`src/rtl/drm_pkg.sv`:
```
// Shared constants, types and register codes for the divider resistance meter.
`timescale 1ns / 1ps

package drm_pkg;

	// Window depth and field widths
	localparam int unsigned WINDOW    = 10;
	localparam int unsigned SAMPLE_W  = 12;
	localparam int unsigned SUPPLY_W  = 12;
	localparam int unsigned REF_W     = 20;
	localparam int unsigned LIMIT_W   = 24;
	localparam int unsigned CFG_W     = 24;
	localparam int unsigned CFG_IDX_W = 2;

	// Stream payload widths, padded to whole bytes
	localparam int unsigned S_TDATA_W = 16;
	localparam int unsigned M_TDATA_W = 24;

	// Derived datapath widths
	localparam int unsigned CNT_W  = $clog2(WINDOW + 1);
	localparam int unsigned SLOT_W = (WINDOW > 1) ? $clog2(WINDOW) : 1;
	localparam int unsigned SUM_W  = $clog2(WINDOW * ((1 << SAMPLE_W) - 1) + 1);
	localparam int unsigned FULL_W = CNT_W + SUPPLY_W;
	localparam int unsigned NUM_W  = SUM_W + REF_W;
	localparam int unsigned STEP_W = $clog2(NUM_W);

	// Register reset values
	localparam logic [SUPPLY_W-1:0] SUPPLY_RESET = 12'd3300;
	localparam logic [REF_W-1:0]    REF_RESET    = 20'd2200;
	localparam logic [LIMIT_W-1:0]  LIMIT_RESET  = 24'd1000000;

	// Configuration register indexes
	typedef enum logic [CFG_IDX_W-1:0] {
		CFG_SUPPLY    = 2'd0,
		CFG_REFERENCE = 2'd1,
		CFG_LIMIT     = 2'd2
	} drm_cfg_index_t;

	// Sequencer states
	typedef enum logic [2:0] {
		ST_IDLE,
		ST_MUL_FULL,
		ST_MUL_NUM,
		ST_DIVIDE,
		ST_DONE
	} drm_state_t;

endpackage

```
`src/rtl/divider_resistance_meter_top.sv`:
```
// Windowed-average divider ohmmeter: window update, shared multiplier, serial divider.
// Flow: an accepted input beat goes through the count*supply and sum*reference multiplies
//   and the 36-step restoring divider (skipped when the divider denominator is not positive).
// Flow control: input is not ready while an item is in work, but a new item is taken while
//   the previous result still waits on the output.
// Reset: arst_n clears control state, window count/sum/slot and loads register defaults;
//   window entries are not cleared and are only read after being written.
`timescale 1ns / 1ps

module divider_resistance_meter_top (
	input  logic                          clk,
	input  logic                          arst_n,
	// input stream
	input  logic                          s_tvalid,
	output logic                          s_tready,
	input  logic [drm_pkg::S_TDATA_W-1:0] s_tdata,   // [11:0] sample_millivolts
	// output stream
	output logic                          m_tvalid,
	input  logic                          m_tready,
	output logic [drm_pkg::M_TDATA_W-1:0] m_tdata,   // [23:0] resistance_ohms
	output logic                          m_tuser,   // [0] over_range
	// configuration write port
	input  logic                          cfg_wr_en,
	input  logic [drm_pkg::CFG_IDX_W-1:0] cfg_index,
	input  logic [drm_pkg::CFG_W-1:0]     cfg_wdata
);
	import drm_pkg::*;

	drm_state_t state_q, state_d;

	logic [SUPPLY_W-1:0] supply_q;
	logic [REF_W-1:0]    ref_q;
	logic [LIMIT_W-1:0]  limit_q;

	logic [SAMPLE_W-1:0] window_q [WINDOW];
	logic [SLOT_W-1:0]   slot_q;
	logic [CNT_W-1:0]    fill_q;
	logic [SUM_W-1:0]    sum_q;

	logic [FULL_W-1:0]   full_q;
	logic [FULL_W-1:0]   den_q;
	logic [FULL_W-1:0]   rem_q;
	logic [NUM_W-1:0]    quo_q;
	logic [STEP_W-1:0]   step_q;
	logic                no_den_q;

	logic                m_tvalid_q;
	logic [LIMIT_W-1:0]  m_tdata_q;
	logic                m_tuser_q;

	logic                s_accept;
	logic                out_free;
	logic [SAMPLE_W-1:0] sample;
	logic                window_full;
	logic [SUM_W-1:0]    sum_next;
	logic [SLOT_W-1:0]   slot_next;
	logic [SUM_W-1:0]    mul_a;
	logic [REF_W-1:0]    mul_b;
	logic [NUM_W-1:0]    mul_p;
	logic                den_le;
	logic [FULL_W:0]     trial;
	logic                trial_ge;
	logic [FULL_W:0]     trial_diff;
	logic                quo_gt;
	logic                quo_eq;
	logic                over;

	// handshakes
	assign s_tready = (state_q == ST_IDLE);
	assign s_accept = s_tvalid && s_tready;
	assign out_free = !m_tvalid_q || m_tready;
	assign sample   = s_tdata[SAMPLE_W-1:0];

	// window update: add new sample, drop oldest once full
	assign window_full = (fill_q == CNT_W'(WINDOW));
	assign sum_next    = window_full
		? sum_q - SUM_W'(window_q[slot_q]) + SUM_W'(sample)
		: sum_q + SUM_W'(sample);
	assign slot_next   = (slot_q == SLOT_W'(WINDOW - 1)) ? '0 : slot_q + SLOT_W'(1);

	// shared multiplier: count*supply, then sum*reference
	assign mul_a = (state_q == ST_MUL_FULL) ? SUM_W'(fill_q) : sum_q;
	assign mul_b = (state_q == ST_MUL_FULL) ? REF_W'(supply_q) : ref_q;
	assign mul_p = NUM_W'(mul_a) * NUM_W'(mul_b);
	assign den_le = (full_q <= FULL_W'(sum_q));

	// one restoring divide step
	assign trial      = {rem_q, quo_q[NUM_W-1]};
	assign trial_ge   = (trial >= {1'b0, den_q});
	assign trial_diff = trial - {1'b0, den_q};

	// exact over-limit test: no positive denominator, quotient above limit, or equal with a remainder
	assign quo_gt = (quo_q > NUM_W'(limit_q));
	assign quo_eq = (quo_q == NUM_W'(limit_q));
	assign over   = no_den_q || quo_gt || (quo_eq && (rem_q != '0));

	// configuration registers
	always_ff @(posedge clk or negedge arst_n) begin
		if (!arst_n) begin
			supply_q <= SUPPLY_RESET;
			ref_q    <= REF_RESET;
			limit_q  <= LIMIT_RESET;
		end else if (cfg_wr_en) begin
			case (cfg_index)
				CFG_SUPPLY:    supply_q <= cfg_wdata[SUPPLY_W-1:0];
				CFG_REFERENCE: ref_q    <= cfg_wdata[REF_W-1:0];
				CFG_LIMIT:     limit_q  <= cfg_wdata[LIMIT_W-1:0];
				default:       ;
			endcase
		end
	end

	// window storage, written on accept only
	always_ff @(posedge clk) begin
		if (s_accept) begin
			window_q[slot_q] <= sample;
		end
	end

	// window bookkeeping
	always_ff @(posedge clk or negedge arst_n) begin
		if (!arst_n) begin
			slot_q <= '0;
			fill_q <= '0;
			sum_q  <= '0;
		end else if (s_accept) begin
			slot_q <= slot_next;
			sum_q  <= sum_next;
			if (!window_full) begin
				fill_q <= fill_q + CNT_W'(1);
			end
		end
	end

	// sequencer state register
	always_ff @(posedge clk or negedge arst_n) begin
		if (!arst_n) begin
			state_q <= ST_IDLE;
		end else begin
			state_q <= state_d;
		end
	end

	// next state
	always_comb begin
		state_d = state_q;
		case (state_q)
			ST_IDLE:     if (s_tvalid) state_d = ST_MUL_FULL;
			ST_MUL_FULL: state_d = ST_MUL_NUM;
			ST_MUL_NUM:  state_d = den_le ? ST_DONE : ST_DIVIDE;
			ST_DIVIDE:   if (step_q == '0) state_d = ST_DONE;
			ST_DONE:     if (out_free) state_d = ST_IDLE;
			default:     state_d = ST_IDLE;
		endcase
	end

	// arithmetic datapath
	always_ff @(posedge clk) begin
		case (state_q)
			ST_MUL_FULL: begin
				full_q <= mul_p[FULL_W-1:0];
			end
			ST_MUL_NUM: begin
				quo_q    <= mul_p;
				den_q    <= full_q - FULL_W'(sum_q);
				rem_q    <= '0;
				step_q   <= STEP_W'(NUM_W - 1);
				no_den_q <= den_le;
			end
			ST_DIVIDE: begin
				rem_q  <= trial_ge ? trial_diff[FULL_W-1:0] : trial[FULL_W-1:0];
				quo_q  <= {quo_q[NUM_W-2:0], trial_ge};
				step_q <= step_q - STEP_W'(1);
			end
			default: ;
		endcase
	end

	// output register
	always_ff @(posedge clk or negedge arst_n) begin
		if (!arst_n) begin
			m_tvalid_q <= 1'b0;
		end else if (state_q == ST_DONE && out_free) begin
			m_tvalid_q <= 1'b1;
		end else if (m_tready) begin
			m_tvalid_q <= 1'b0;
		end
	end

	always_ff @(posedge clk) begin
		if (state_q == ST_DONE && out_free) begin
			m_tdata_q <= over ? '0 : quo_q[LIMIT_W-1:0];
			m_tuser_q <= over;
		end
	end

	assign m_tvalid = m_tvalid_q;
	assign m_tdata  = M_TDATA_W'(m_tdata_q);
	assign m_tuser  = m_tuser_q;

`ifndef SYNTH
	// fill count never passes the window depth
	a_fill_bound: assert property (@(posedge clk) disable iff (!arst_n)
		fill_q <= CNT_W'(WINDOW))
		else $error("fill count above window depth");

	// write slot stays inside the window
	a_slot_bound: assert property (@(posedge clk) disable iff (!arst_n)
		slot_q <= SLOT_W'(WINDOW - 1))
		else $error("write slot out of range");

	// an accepted beat blocks input on the next cycle
	a_busy_after_accept: assert property (@(posedge clk) disable iff (!arst_n)
		s_tvalid && s_tready |=> !s_tready)
		else $error("input ready right after accept");

	// an over-range result carries zero resistance
	a_over_zero: assert property (@(posedge clk) disable iff (!arst_n)
		m_tvalid && m_tuser |-> m_tdata == '0)
		else $error("over-range result with nonzero resistance");
`endif

endmodule

```
`config.mk`:
```
export PLATFORM = sky130hd
export DESIGN_NAME = divider_resistance_meter_top
export DESIGN_NICKNAME = d
export VERILOG_FILES = /design/src/rtl/drm_pkg.sv /design/src/rtl/divider_resistance_meter_top.sv
export SDC_FILE = /design/constraint.sdc
export NUM_CORES = 1
export LEC_CHECK = 0
export ABC_AREA = 0
export BUFFER_PORTS_ARGS = -buffer_cell sky130_fd_sc_hd__buf_4
export CAP_MARGIN = 20
export CORE_UTILIZATION = 55
export DETAILED_ROUTE_END_ITERATION = 16
export PLACE_DENSITY = 0.74
export SLEW_MARGIN = 25
export SYNTH_ARGS = -nofsm -noshare
export SYNTH_HDL_FRONTEND = slang
export SYNTH_SLANG_ARGS = --single-unit
export TNS_END_PERCENT = 100
```
`constraint.sdc`:
```
create_clock -name clk -period 7.6 [get_ports clk]
set_clock_uncertainty 0.05 [all_clocks]
set_input_delay 0.38 -clock clk [delete_from_list [all_inputs] [get_ports clk]]
set_output_delay 0.38 -clock clk [all_outputs]
set_load 0.03 [all_outputs]
```
# ---- Word level (Yosys, flattened, before mapping)
# Memories as Yosys holds them, arrays and structs flattened.
# Cells that the tools add are included.
dict set report totals {
  ff_bits 200
  mem_bits_rw 120
  in_bits 47
  output_inout_bits 27
  word_cells 77
  n_memories 1
}
# memory words word_bits read_ports rd_ports_with_merged_regs wr line
set memory_table {}
lappend memory_table {window_q 10 12 1 0 1 divider_resistance_meter_top.sv:35} ;# logic [SAMPLE_W-1:0] window_q [WINDOW];
dict set report op_classes {
  add_sub_neg 8
  mul 1
  n_lt_le_gt_ge 3
  n_eq_ne 12
  n_mux 17
  bitwise 1
  reduce_logical 18
}
# op count
set op_table {}
lappend op_table {{$pmux W36 S2} 1}
lappend op_table {{$mux W16} 3}
lappend op_table {{$eq A36 B24 Y1} 1}
lappend op_table {{$gt A36 B24 Y1} 1}
lappend op_table {{$mul A16 B20 Y36} 1}
lappend op_table {{$add A16 B12 Y16} 2}
lappend op_table {{$pmux W16 S2} 1}
lappend op_table {{$sub A16 B16 Y16} 2}
lappend op_table {{$mux W20} 1}
lappend op_table {{$ge A17 B16 Y1} 1}
lappend op_table {{$le A16 B16 Y1} 1}
lappend op_table {{$reduce_bool A16 Y1} 1}
lappend op_table {{$sub A16 B12 Y16} 1}
lappend op_table {{$pmux W3 S5} 1}
lappend op_table {{$mux W3} 4}
lappend op_table {{$pmux W6 S2} 1}
lappend op_table {{$add A4 B1 Y4 const B} 2}
lappend op_table {{$eq A4 B4 Y1 const B} 2}
lappend op_table {{$reduce_and A2 Y1} 4}
lappend op_table {{$eq A3 B2 Y1 const B} 2}
lappend op_table {{$logic_not A6 Y1} 1}
lappend op_table {{$ne A2 B2 Y1 const B} 3}
lappend op_table {{$sub A6 B1 Y6 const B} 1}
lappend op_table {{$mux W1} 4}
lappend op_table {{13 further kinds} 18}

# ---- Depth between registers and ports, before layout
# Gate-level depths: netlist of run 1.
dict set report depth {
  word_depth 4
  ltp_mapped 28
  depth_no_buf 26
}

# ---- Worst setup path after synthesis of run 1
# Ideal clock, no wire load.
dict set report synth_timing {
  path_type {register to register}
  from {register state_q[0]}
  to {register quo_q[32], data pin}
  setup_ps 271
  t_arrival_ps 6856
  required_ps 7279
  slack_ps 422
  path_stages_with_launch 26
  path_buffers 3
  synth_period_minus_slack_ps 7178
  path_cell_list {dfrtp_1 -> clkbuf_1 -> nand2_1 -> inv_2 -> buf_1 -> clkbuf_1 -> nand2_1 -> nand2_1 -> nand2_1 -> fa_1 -> fa_1 -> inv_1 -> fa_1 -> fa_1 -> fa_1 -> inv_1 -> fa_1 -> inv_1 -> ha_1 -> and3_1 -> nor2b_1 -> nand2_1 -> o21ai_1 -> a31oi_4 -> o311ai_1 -> o211ai_1}
}
dict set report synth_via {
  elab_chain_len 4
  elab_cells_between_ends 7
  classes_between {1 x mul; 3 x eq/ne; 3 x mux}
}
# element line
set synth_rtl {}
lappend synth_rtl {{start, declared} divider_resistance_meter_top.sv:29} ;# drm_state_t state_q, state_d;
lappend synth_rtl {{start signal, assigned} divider_resistance_meter_top.sv:140} ;# state_q <= state_d;
lappend synth_rtl {{$eq A3 B1 Y1} {divider_resistance_meter_top.sv:82, divider_resistance_meter_top.sv:83}}
lappend synth_rtl {{$mux W16 / $mux W20 (equally long branches)} {divider_resistance_meter_top.sv:82, divider_resistance_meter_top.sv:83}}
lappend synth_rtl {{$mul A16 B20 Y36} divider_resistance_meter_top.sv:84} ;# assign mul_p = NUM_W'(mul_a) * NUM_W'(mul_b);
lappend synth_rtl {{$pmux W36 S2 *} divider_resistance_meter_top.sv:159} ;# case (state_q)
lappend synth_rtl {{end signal, assigned} divider_resistance_meter_top.sv:164} ;# quo_q <= mul_p;
lappend synth_rtl {{end signal, assigned} divider_resistance_meter_top.sv:172} ;# quo_q <= {quo_q[NUM_W-2:0], trial_ge};
lappend synth_rtl {{end, declared} divider_resistance_meter_top.sv:43} ;# logic [NUM_W-1:0] quo_q;
# Mark *: on every way between the ends. The rest lies on a longest branch, timed or not.
# A chain may end at the register's enable or synchronous reset.

# ---- Final worst setup path of run 1
dict set report layout_timing {
  from {register state_q[2]}
  to {register quo_q[30], data pin}
}
# Same word-level chain as after synthesis.

==> results.py, run 1 <==
metrics = {
    "place": {
        "placed_area_um2": 28220,
        "place_ws_ps": 314.0,
        "dp_hpwl_um": 52140,
        "port_buffers": 69,
        "routabilityCongestion": 0.9314,
        "place_inst": 3189,
    },
    "sta": {
        "rsz0062_at_grt": "false",
        "fin_ws_ps": 412.0,
        "fmax_ghz": 0.1391,
        "finalHoldViolations": 0,
        "slew_viol_final": 0,
        "period_minus_slack_ps": 7188,
        "finalCritPeriodShare_pct": 94.58,
        "setup_viol": 0,
        "finalSetupTns_ps": 0,
        "relSlewSlack_pct": 30.89,
        "tightest_slew_ps": 1037,
    },
    "detailed_routing": {
        "dr.pass1.iters": 5,
        "avgViaCountPerCell": 5.921,
        "vias": 19272,
        "routedWlPerCell_um": 20.95,
        "postRouteAntennaNets": 0,
        "drt_iter0_markers": 1835,
        "route.final.wire_length_um": 68200,
        "drc": 0,
    },
    "global_routing": {
        "overflow": 0,
        "antenna_found_initial": 2,
        "track_usage_pct": 28.21,
        "grt_pass1_wl_um": 108200,
        "grt_start_max_net_pins": 148,
        "grt_pass1_vias": 19847,
    },
    "synth": {
        "yosysTopAreaCellShare_pct": 26.33,
        "synthTopCellsByCount": "inv_1, fa_1, nand2_1",
        "synth.largest_area_cell": "edfxtp_1",
        "synth_edf_count": 236,
        "yosysSeqAreaShare_pct": 34.22,
        "syn-cell-area_um2": 26910,
        "ys.flop_type": "edfxtp_1",
        "avgSynthCellArea_um2": 10.50,
        "yosys_warnings": 0,
        "synthTopCellsByArea": "edfxtp_1, fa_1, ha_1",
        "synth.most_common_cell": "inv_1",
        "synth_cell_types": 77,
        "synthCells": 2563,
        "ys_async_sr_fraction_pct": 26.25,
        "syn_nets": 3073,
        "ys_ff_latch": 320,
    },
    "clock_tree": {
        "clock_path_buffers": 3,
        "cts_tree": "yes",
        "cts_buffers": 36,
        "cts_sinks": 320,
        "htreeDepth": 2,
        "clk_latency_ps": 560,
        "clk_pin_slew_ps": 70,
        "cts_setup_buffers": 0,
        "root_buffer": "clkbuf_16",
    },
    "die": {
        "dieArea_um2": 49820,
        "rows": 80,
        "num_io_pins": 74,
        "floorplan.initialDensity_pct": 56.02,
        "die_w_um": 223.2,
        "core-area_um2": 48050,
        "die_h_um": 223.2,
    },
    "setup_path": {
        "cp_data_required_time_ps": 7850,
        "crit_fanout": 8,
        "worst_ep_arrival_time_ps": 7440,
        "worstSetupEndpointType": "flip-flop",
        "cp-start-kind": "flip-flop",
        "critPathKind": "flip-flop to flip-flop",
    },
    "status": {
        "status": "finished, final reports clean",
    },
    "finish": {
        "fillCellCount": 3876,
        "antenna-diode-count": 0,
        "syn_to_final_growth_pct": 9.614,
        "drive_above_1_share_pct": 11.48,
        "nets": 3128,
        "fin_cells": 3255,
        "final_area_um2": 29500,
    },
    "hold_path": {
        "worstHoldPathType": "input pin to flip-flop",
    },
    "flow_run": {
        "drv_cap": 0,
    },
}
-- cell families after synthesis --
kind of cell	share of synthesized area (%)
xor gates and xnor gates	2.603
buffers and inverters	7.192
AOI/OAI and AO/OA	8.433
and+or+nand+nor	12.97
muxes	5.672
DFF	34.22
adders and majority gates	28.92
-- final cells by class --
cell class / count / area (µm²) / area share, %
timing repair buffer: 129 / 1012 / 3.431
tap: 615 / 769.5 / 2.608
sequential: 320 / 9211 / 31.22
clock buffer: 46 / 991.0 / 3.359
clock inverter: 14 / 214.0 / 0.7252
inverter: 399 / 1498 / 5.077
multi-input combinational: 1732 / 15810 / 53.58
-- what timing repair did --
item | in CTS | in global routing
endpoints found under the hold margin | 32 | 0
setup endpoints to repair | 0 | 3
hold buffers | 5 | 0
gates resized for setup | 0 | 2
-- state kept, by name, summed over array words and instances (netlist names), 12 cells and up --
name	flops
limit_q	24
full_q	16
sum_q	16
quo_q	36
rem_q	16
supply_q	12
m_tdata	24
window_q	120
den_q	16
ref_q	20
-- final timing paths --
check / from / endpoint / slack [ps] / cells past startpoint
min in group asynchronous: arst_n / m_tvalid$_DFFE_PN0P_ / 270 / 2
worst min register to register: limit_q[1]$_DFFE_PN0P_ / limit_q[1]$_DFFE_PN0P_ / 460 / 1
worst max-delay path: state_q[2]$_DFFE_PN0P_ / quo_q[30]$_DFFE_PP_ / 410 / 24
max in group asynchronous: arst_n / supply_q[9]$_DFFE_PN0P_ / 6150 / 3
worst min-delay path: cfg_wdata[14] / ref_q[14]$_DFFE_PN0P_ / 20 / 2
worst max register to register: state_q[2]$_DFFE_PN0P_ / quo_q[30]$_DFFE_PP_ / 410 / 24
-- layout by cell type (no fill, tap or decap), types with 19 or more instances in the layout --
cell type  instances
a211oi_1          45
a21o_1            35
a21oi_1           86
and3_1           124
buf_4            119
clkbuf_16         38
dfrtp_1           66
edfxtp_1         236
fa_1             265
ha_1             198
inv_1            397
mux2_2            56
mux2i_1           34
mux4_2            24
nand2_1          260
nand3_1           53
nor2_1           127
nor2b_1           33
nor3_1            38
o21a_1            19
o21ai_0           55
xnor2_1           61
xor2_1            19
-- per-layer routing --
metal	part of all wire, %	global-route usage [%]	routed length, µm	up-vias
li1	-	-	-	8760
met1	42	38.78	28600	9540
met2	46	44.97	31540	828
met4	3.2	9.433	2208	0
met5	0	0	0	-
met3	8.6	5.624	5851	144
-- per-stage QoR --
step | utilization, % | hold slack, ps
after floorplan | - | 34.41
after global placement | 58.67 | 309.6
after detailed placement | 58.74 | 315.6
after CTS | 61.36 | 2.452
after global routing | 61.40 | 18.67
final | 61.40 | 23.52
-- worst max-delay path, cell delays in order (launching register included) --
cell	delay [ps]
dfrtp_1	410
nor2_1	210
nand2_4	100
inv_2	140
nor2_1	60
buf_4	170
a21oi_1	550
nor2_1	170
fa_1	540
fa_1	550
ha_1	140
inv_1	50
fa_1	460
fa_1	550
inv_1	50
fa_1	360
ha_1	380
a2111oi_0	420
o21ai_1	240
a31oi_1	280
o21ai_2	170
a31oi_4	300
o21ai_1	150
a311oi_1	310
o31ai_1	100
Power of run 1 is not shown: default switching activity piles up to over one toggle a cycle in this logic, so the estimate is an artifact.
==> inputs of run 2 (changes only) <==
--- a/config.mk
+++ b/config.mk
@@ -5,7 +5,7 @@
 export SDC_FILE = /design/constraint.sdc
 export NUM_CORES = 1
 export LEC_CHECK = 0
-export ABC_AREA = 0
+export ABC_AREA = 1
 export BUFFER_PORTS_ARGS = -buffer_cell sky130_fd_sc_hd__buf_4
 export CAP_MARGIN = 20
 export CORE_UTILIZATION = 55
==> results.py, run 2 <==
metrics = {
    "detailed_routing": {
        "route.final.wire_length_um": 79430,
        "postRouteAntennaNets": 0,
        "drt_iter0_markers": 2058,
        "vias": 22584,
        "avgViaCountPerCell": 5.561,
        "routedWlPerCell_um": 19.56,
        "dr.pass1.iters": 8,
        "drc": 0,
    },
    "clock_tree": {
        "clk_latency_ps": 560,
        "clock_path_buffers": 3,
        "root_buffer": "clkbuf_16",
        "htreeDepth": 2,
        "cts_tree": "yes",
        "cts_sinks": 320,
        "clk_pin_slew_ps": 60,
        "cts_buffers": 36,
        "cts_setup_buffers": 0,
    },
    "global_routing": {
        "antenna_found_initial": 1,
        "grt_pass1_vias": 22972,
        "grt_start_max_net_pins": 61,
        "grt_pass1_wl_um": 125100,
        "track_usage_pct": 32.13,
        "overflow": 0,
    },
    "synth": {
        "synthCells": 3302,
        "yosysTopAreaCellShare_pct": 25.51,
        "syn-cell-area_um2": 27780,
        "synth_cell_types": 46,
        "ys_ff_latch": 320,
        "ys_async_sr_fraction_pct": 26.25,
        "synthTopCellsByArea": "edfxtp_1, fa_1, nand2_1",
        "synth.most_common_cell": "nand2_1",
        "yosys_warnings": 0,
        "syn_nets": 3812,
        "synthTopCellsByCount": "nand2_1, inv_1, nor2_1",
        "avgSynthCellArea_um2": 8.412,
        "ys.flop_type": "edfxtp_1",
        "synth_edf_count": 236,
        "yosysSeqAreaShare_pct": 33.16,
        "synth.largest_area_cell": "edfxtp_1",
    },
    "sta": {
        "rsz0062_at_grt": "false",
        "slew_viol_final": 0,
        "finalSetupTns_ps": 0,
        "setup_viol": 0,
        "tightest_slew_ps": 869.9,
        "fin_hold_ws_ps": 42.61,
        "period_minus_slack_ps": 6887,
        "finalHoldViolations": 0,
        "fmax_ghz": 0.1452,
        "finalCritPeriodShare_pct": 90.62,
        "relSlewSlack_pct": 41.85,
    },
    "setup_path": {
        "crit_fanout": 40,
        "worstSetupEndpointType": "flip-flop",
        "critPathKind": "flip-flop to flip-flop",
        "cpMostUsedCell": "fa_1",
        "cp_data_required_time_ps": 7830,
        "slowest_stage": "fa_1",
        "worst_ep_arrival_time_ps": 7120,
        "cp_slowest_stage_delay_ps": 640,
        "cp-start-kind": "flip-flop",
    },
    "finish": {
        "drive_above_1_share_pct": 6.359,
        "antenna-diode-count": 0,
        "final_cell_mix": "nand2_1, inv_1, nor2_1, fa_1, edfxtp_1",
        "nets": 3880,
        "layout_commonest_cell": "nand2_1",
        "fillCellCount": 4317,
        "regMostFlops": "window_q",
        "syn_to_final_growth_pct": 9.324,
        "top_regs": "window_q: 120 flops, quo_q: 36 flops",
        "largest_reg_flops": 120,
    },
    "hold_path": {
        "worstHoldPathType": "input pin to flip-flop",
    },
    "place": {
        "routabilityCongestion": 0.9895,
        "port_buffers": 69,
        "dp_hpwl_um": 62200,
    },
    "die": {
        "dieArea_um2": 51410,
        "core-area_um2": 49360,
        "floorplan.initialDensity_pct": 56.28,
        "die_h_um": 226.7,
        "die_w_um": 226.7,
        "num_io_pins": 74,
        "rows": 81,
    },
    "status": {
        "status": "finished, final reports clean",
    },
    "flow_run": {
        "drv_cap": 0,
    },
}
==> run 2: area by class of cell <==
type | count | area [µm²] | area share (%)
Clock buffer | 46 | 948.4 | 3.123
Clock inverter | 19 | 254.0 | 0.8364
Inverter | 670 | 2515 | 8.282
Multi-Input combinational cell | 2229 | 15750 | 51.85
Sequential cell | 320 | 9210 | 30.33
Tap cell | 664 | 830.8 | 2.736
Timing Repair Buffer | 113 | 863.3 | 2.843
==> run 2: path summary, 6_finish.rpt <==
check                      cells after the start               startpoint                      end  slack [ps]
max reg2reg                                   26   state_q[2]$_DFFE_PN0P_      quo_q[20]$_DFFE_PP_         710
min reg2reg                                    2  supply_q[8]$_DFFE_PN0P_  supply_q[8]$_DFFE_PN0P_         440
max in group asynchronous                      3                   arst_n   limit_q[8]$_DFFE_PN0P_        6030
min in group asynchronous                      2                   arst_n    sum_q[14]$_DFFE_PN0P_         240
max                                           26   state_q[2]$_DFFE_PN0P_      quo_q[20]$_DFFE_PP_         710
min                                            3            cfg_wdata[21]  limit_q[21]$_DFFE_PN0P_          40
==> run 2: cells by family (layout without fill, tap and decap cells) <==
logic type / Yosys count / count (layout) / synth area share [%]
and+or+nand+nor: 1408 / 1408 / 20.70
xor gates and xnor gates: 46 / 46 / 1.450
DFF: 320 / 320 / 33.16
buffers and inverters: 753 / 848 / 10.34
AOI/OAI and AO/OA: 312 / 312 / 6.333
adders and majority gates: 463 / 463 / 28.02
==> run 2: critical path, delay by kind of cell (launching register included) <==
kind                       cells  cell delay [ps]
DFF                            1              480
and+or+nand+nor               10             1630
adders and majority gates      7             3490
buffers and inverters          8              830
AOI/OAI and AO/OA              1              100
==> run 2: timing repair <==
action / 4_1_cts / 5_1_grt
hold endpoints to repair: 24 / 0
setup endpoints to repair: 0 / 0
hold buffers: 1 / 0
gates resized for setup: 0 / 0
==> run 2: per-layer routing <==
metal / vias up / wire length (µm) / global-route usage (%)
li1: 10469 / - / -
met5: - / 13 / 0
met3: 208 / 5552 / 4.160
met4: 2 / 4298 / 16.17
met2: 957 / 37740 / 53.52
met1: 10948 / 31820 / 41.20
==> run 2: through the flow <==
stage                     std cells  instance area, µm²  utilization (%)  setup slack (ps)
after floorplan                3302               27780                -              1172
after CTS                      4061               30370            61.53             789.6
after global routing           4061               30370            61.53             444.9
after detailed placement       3995               29150            59.07             794.8
final                          4061               30370            61.53             713.0
after global placement         3995               29130            59.03             864.0
Power of run 2 is left out for the same reason.
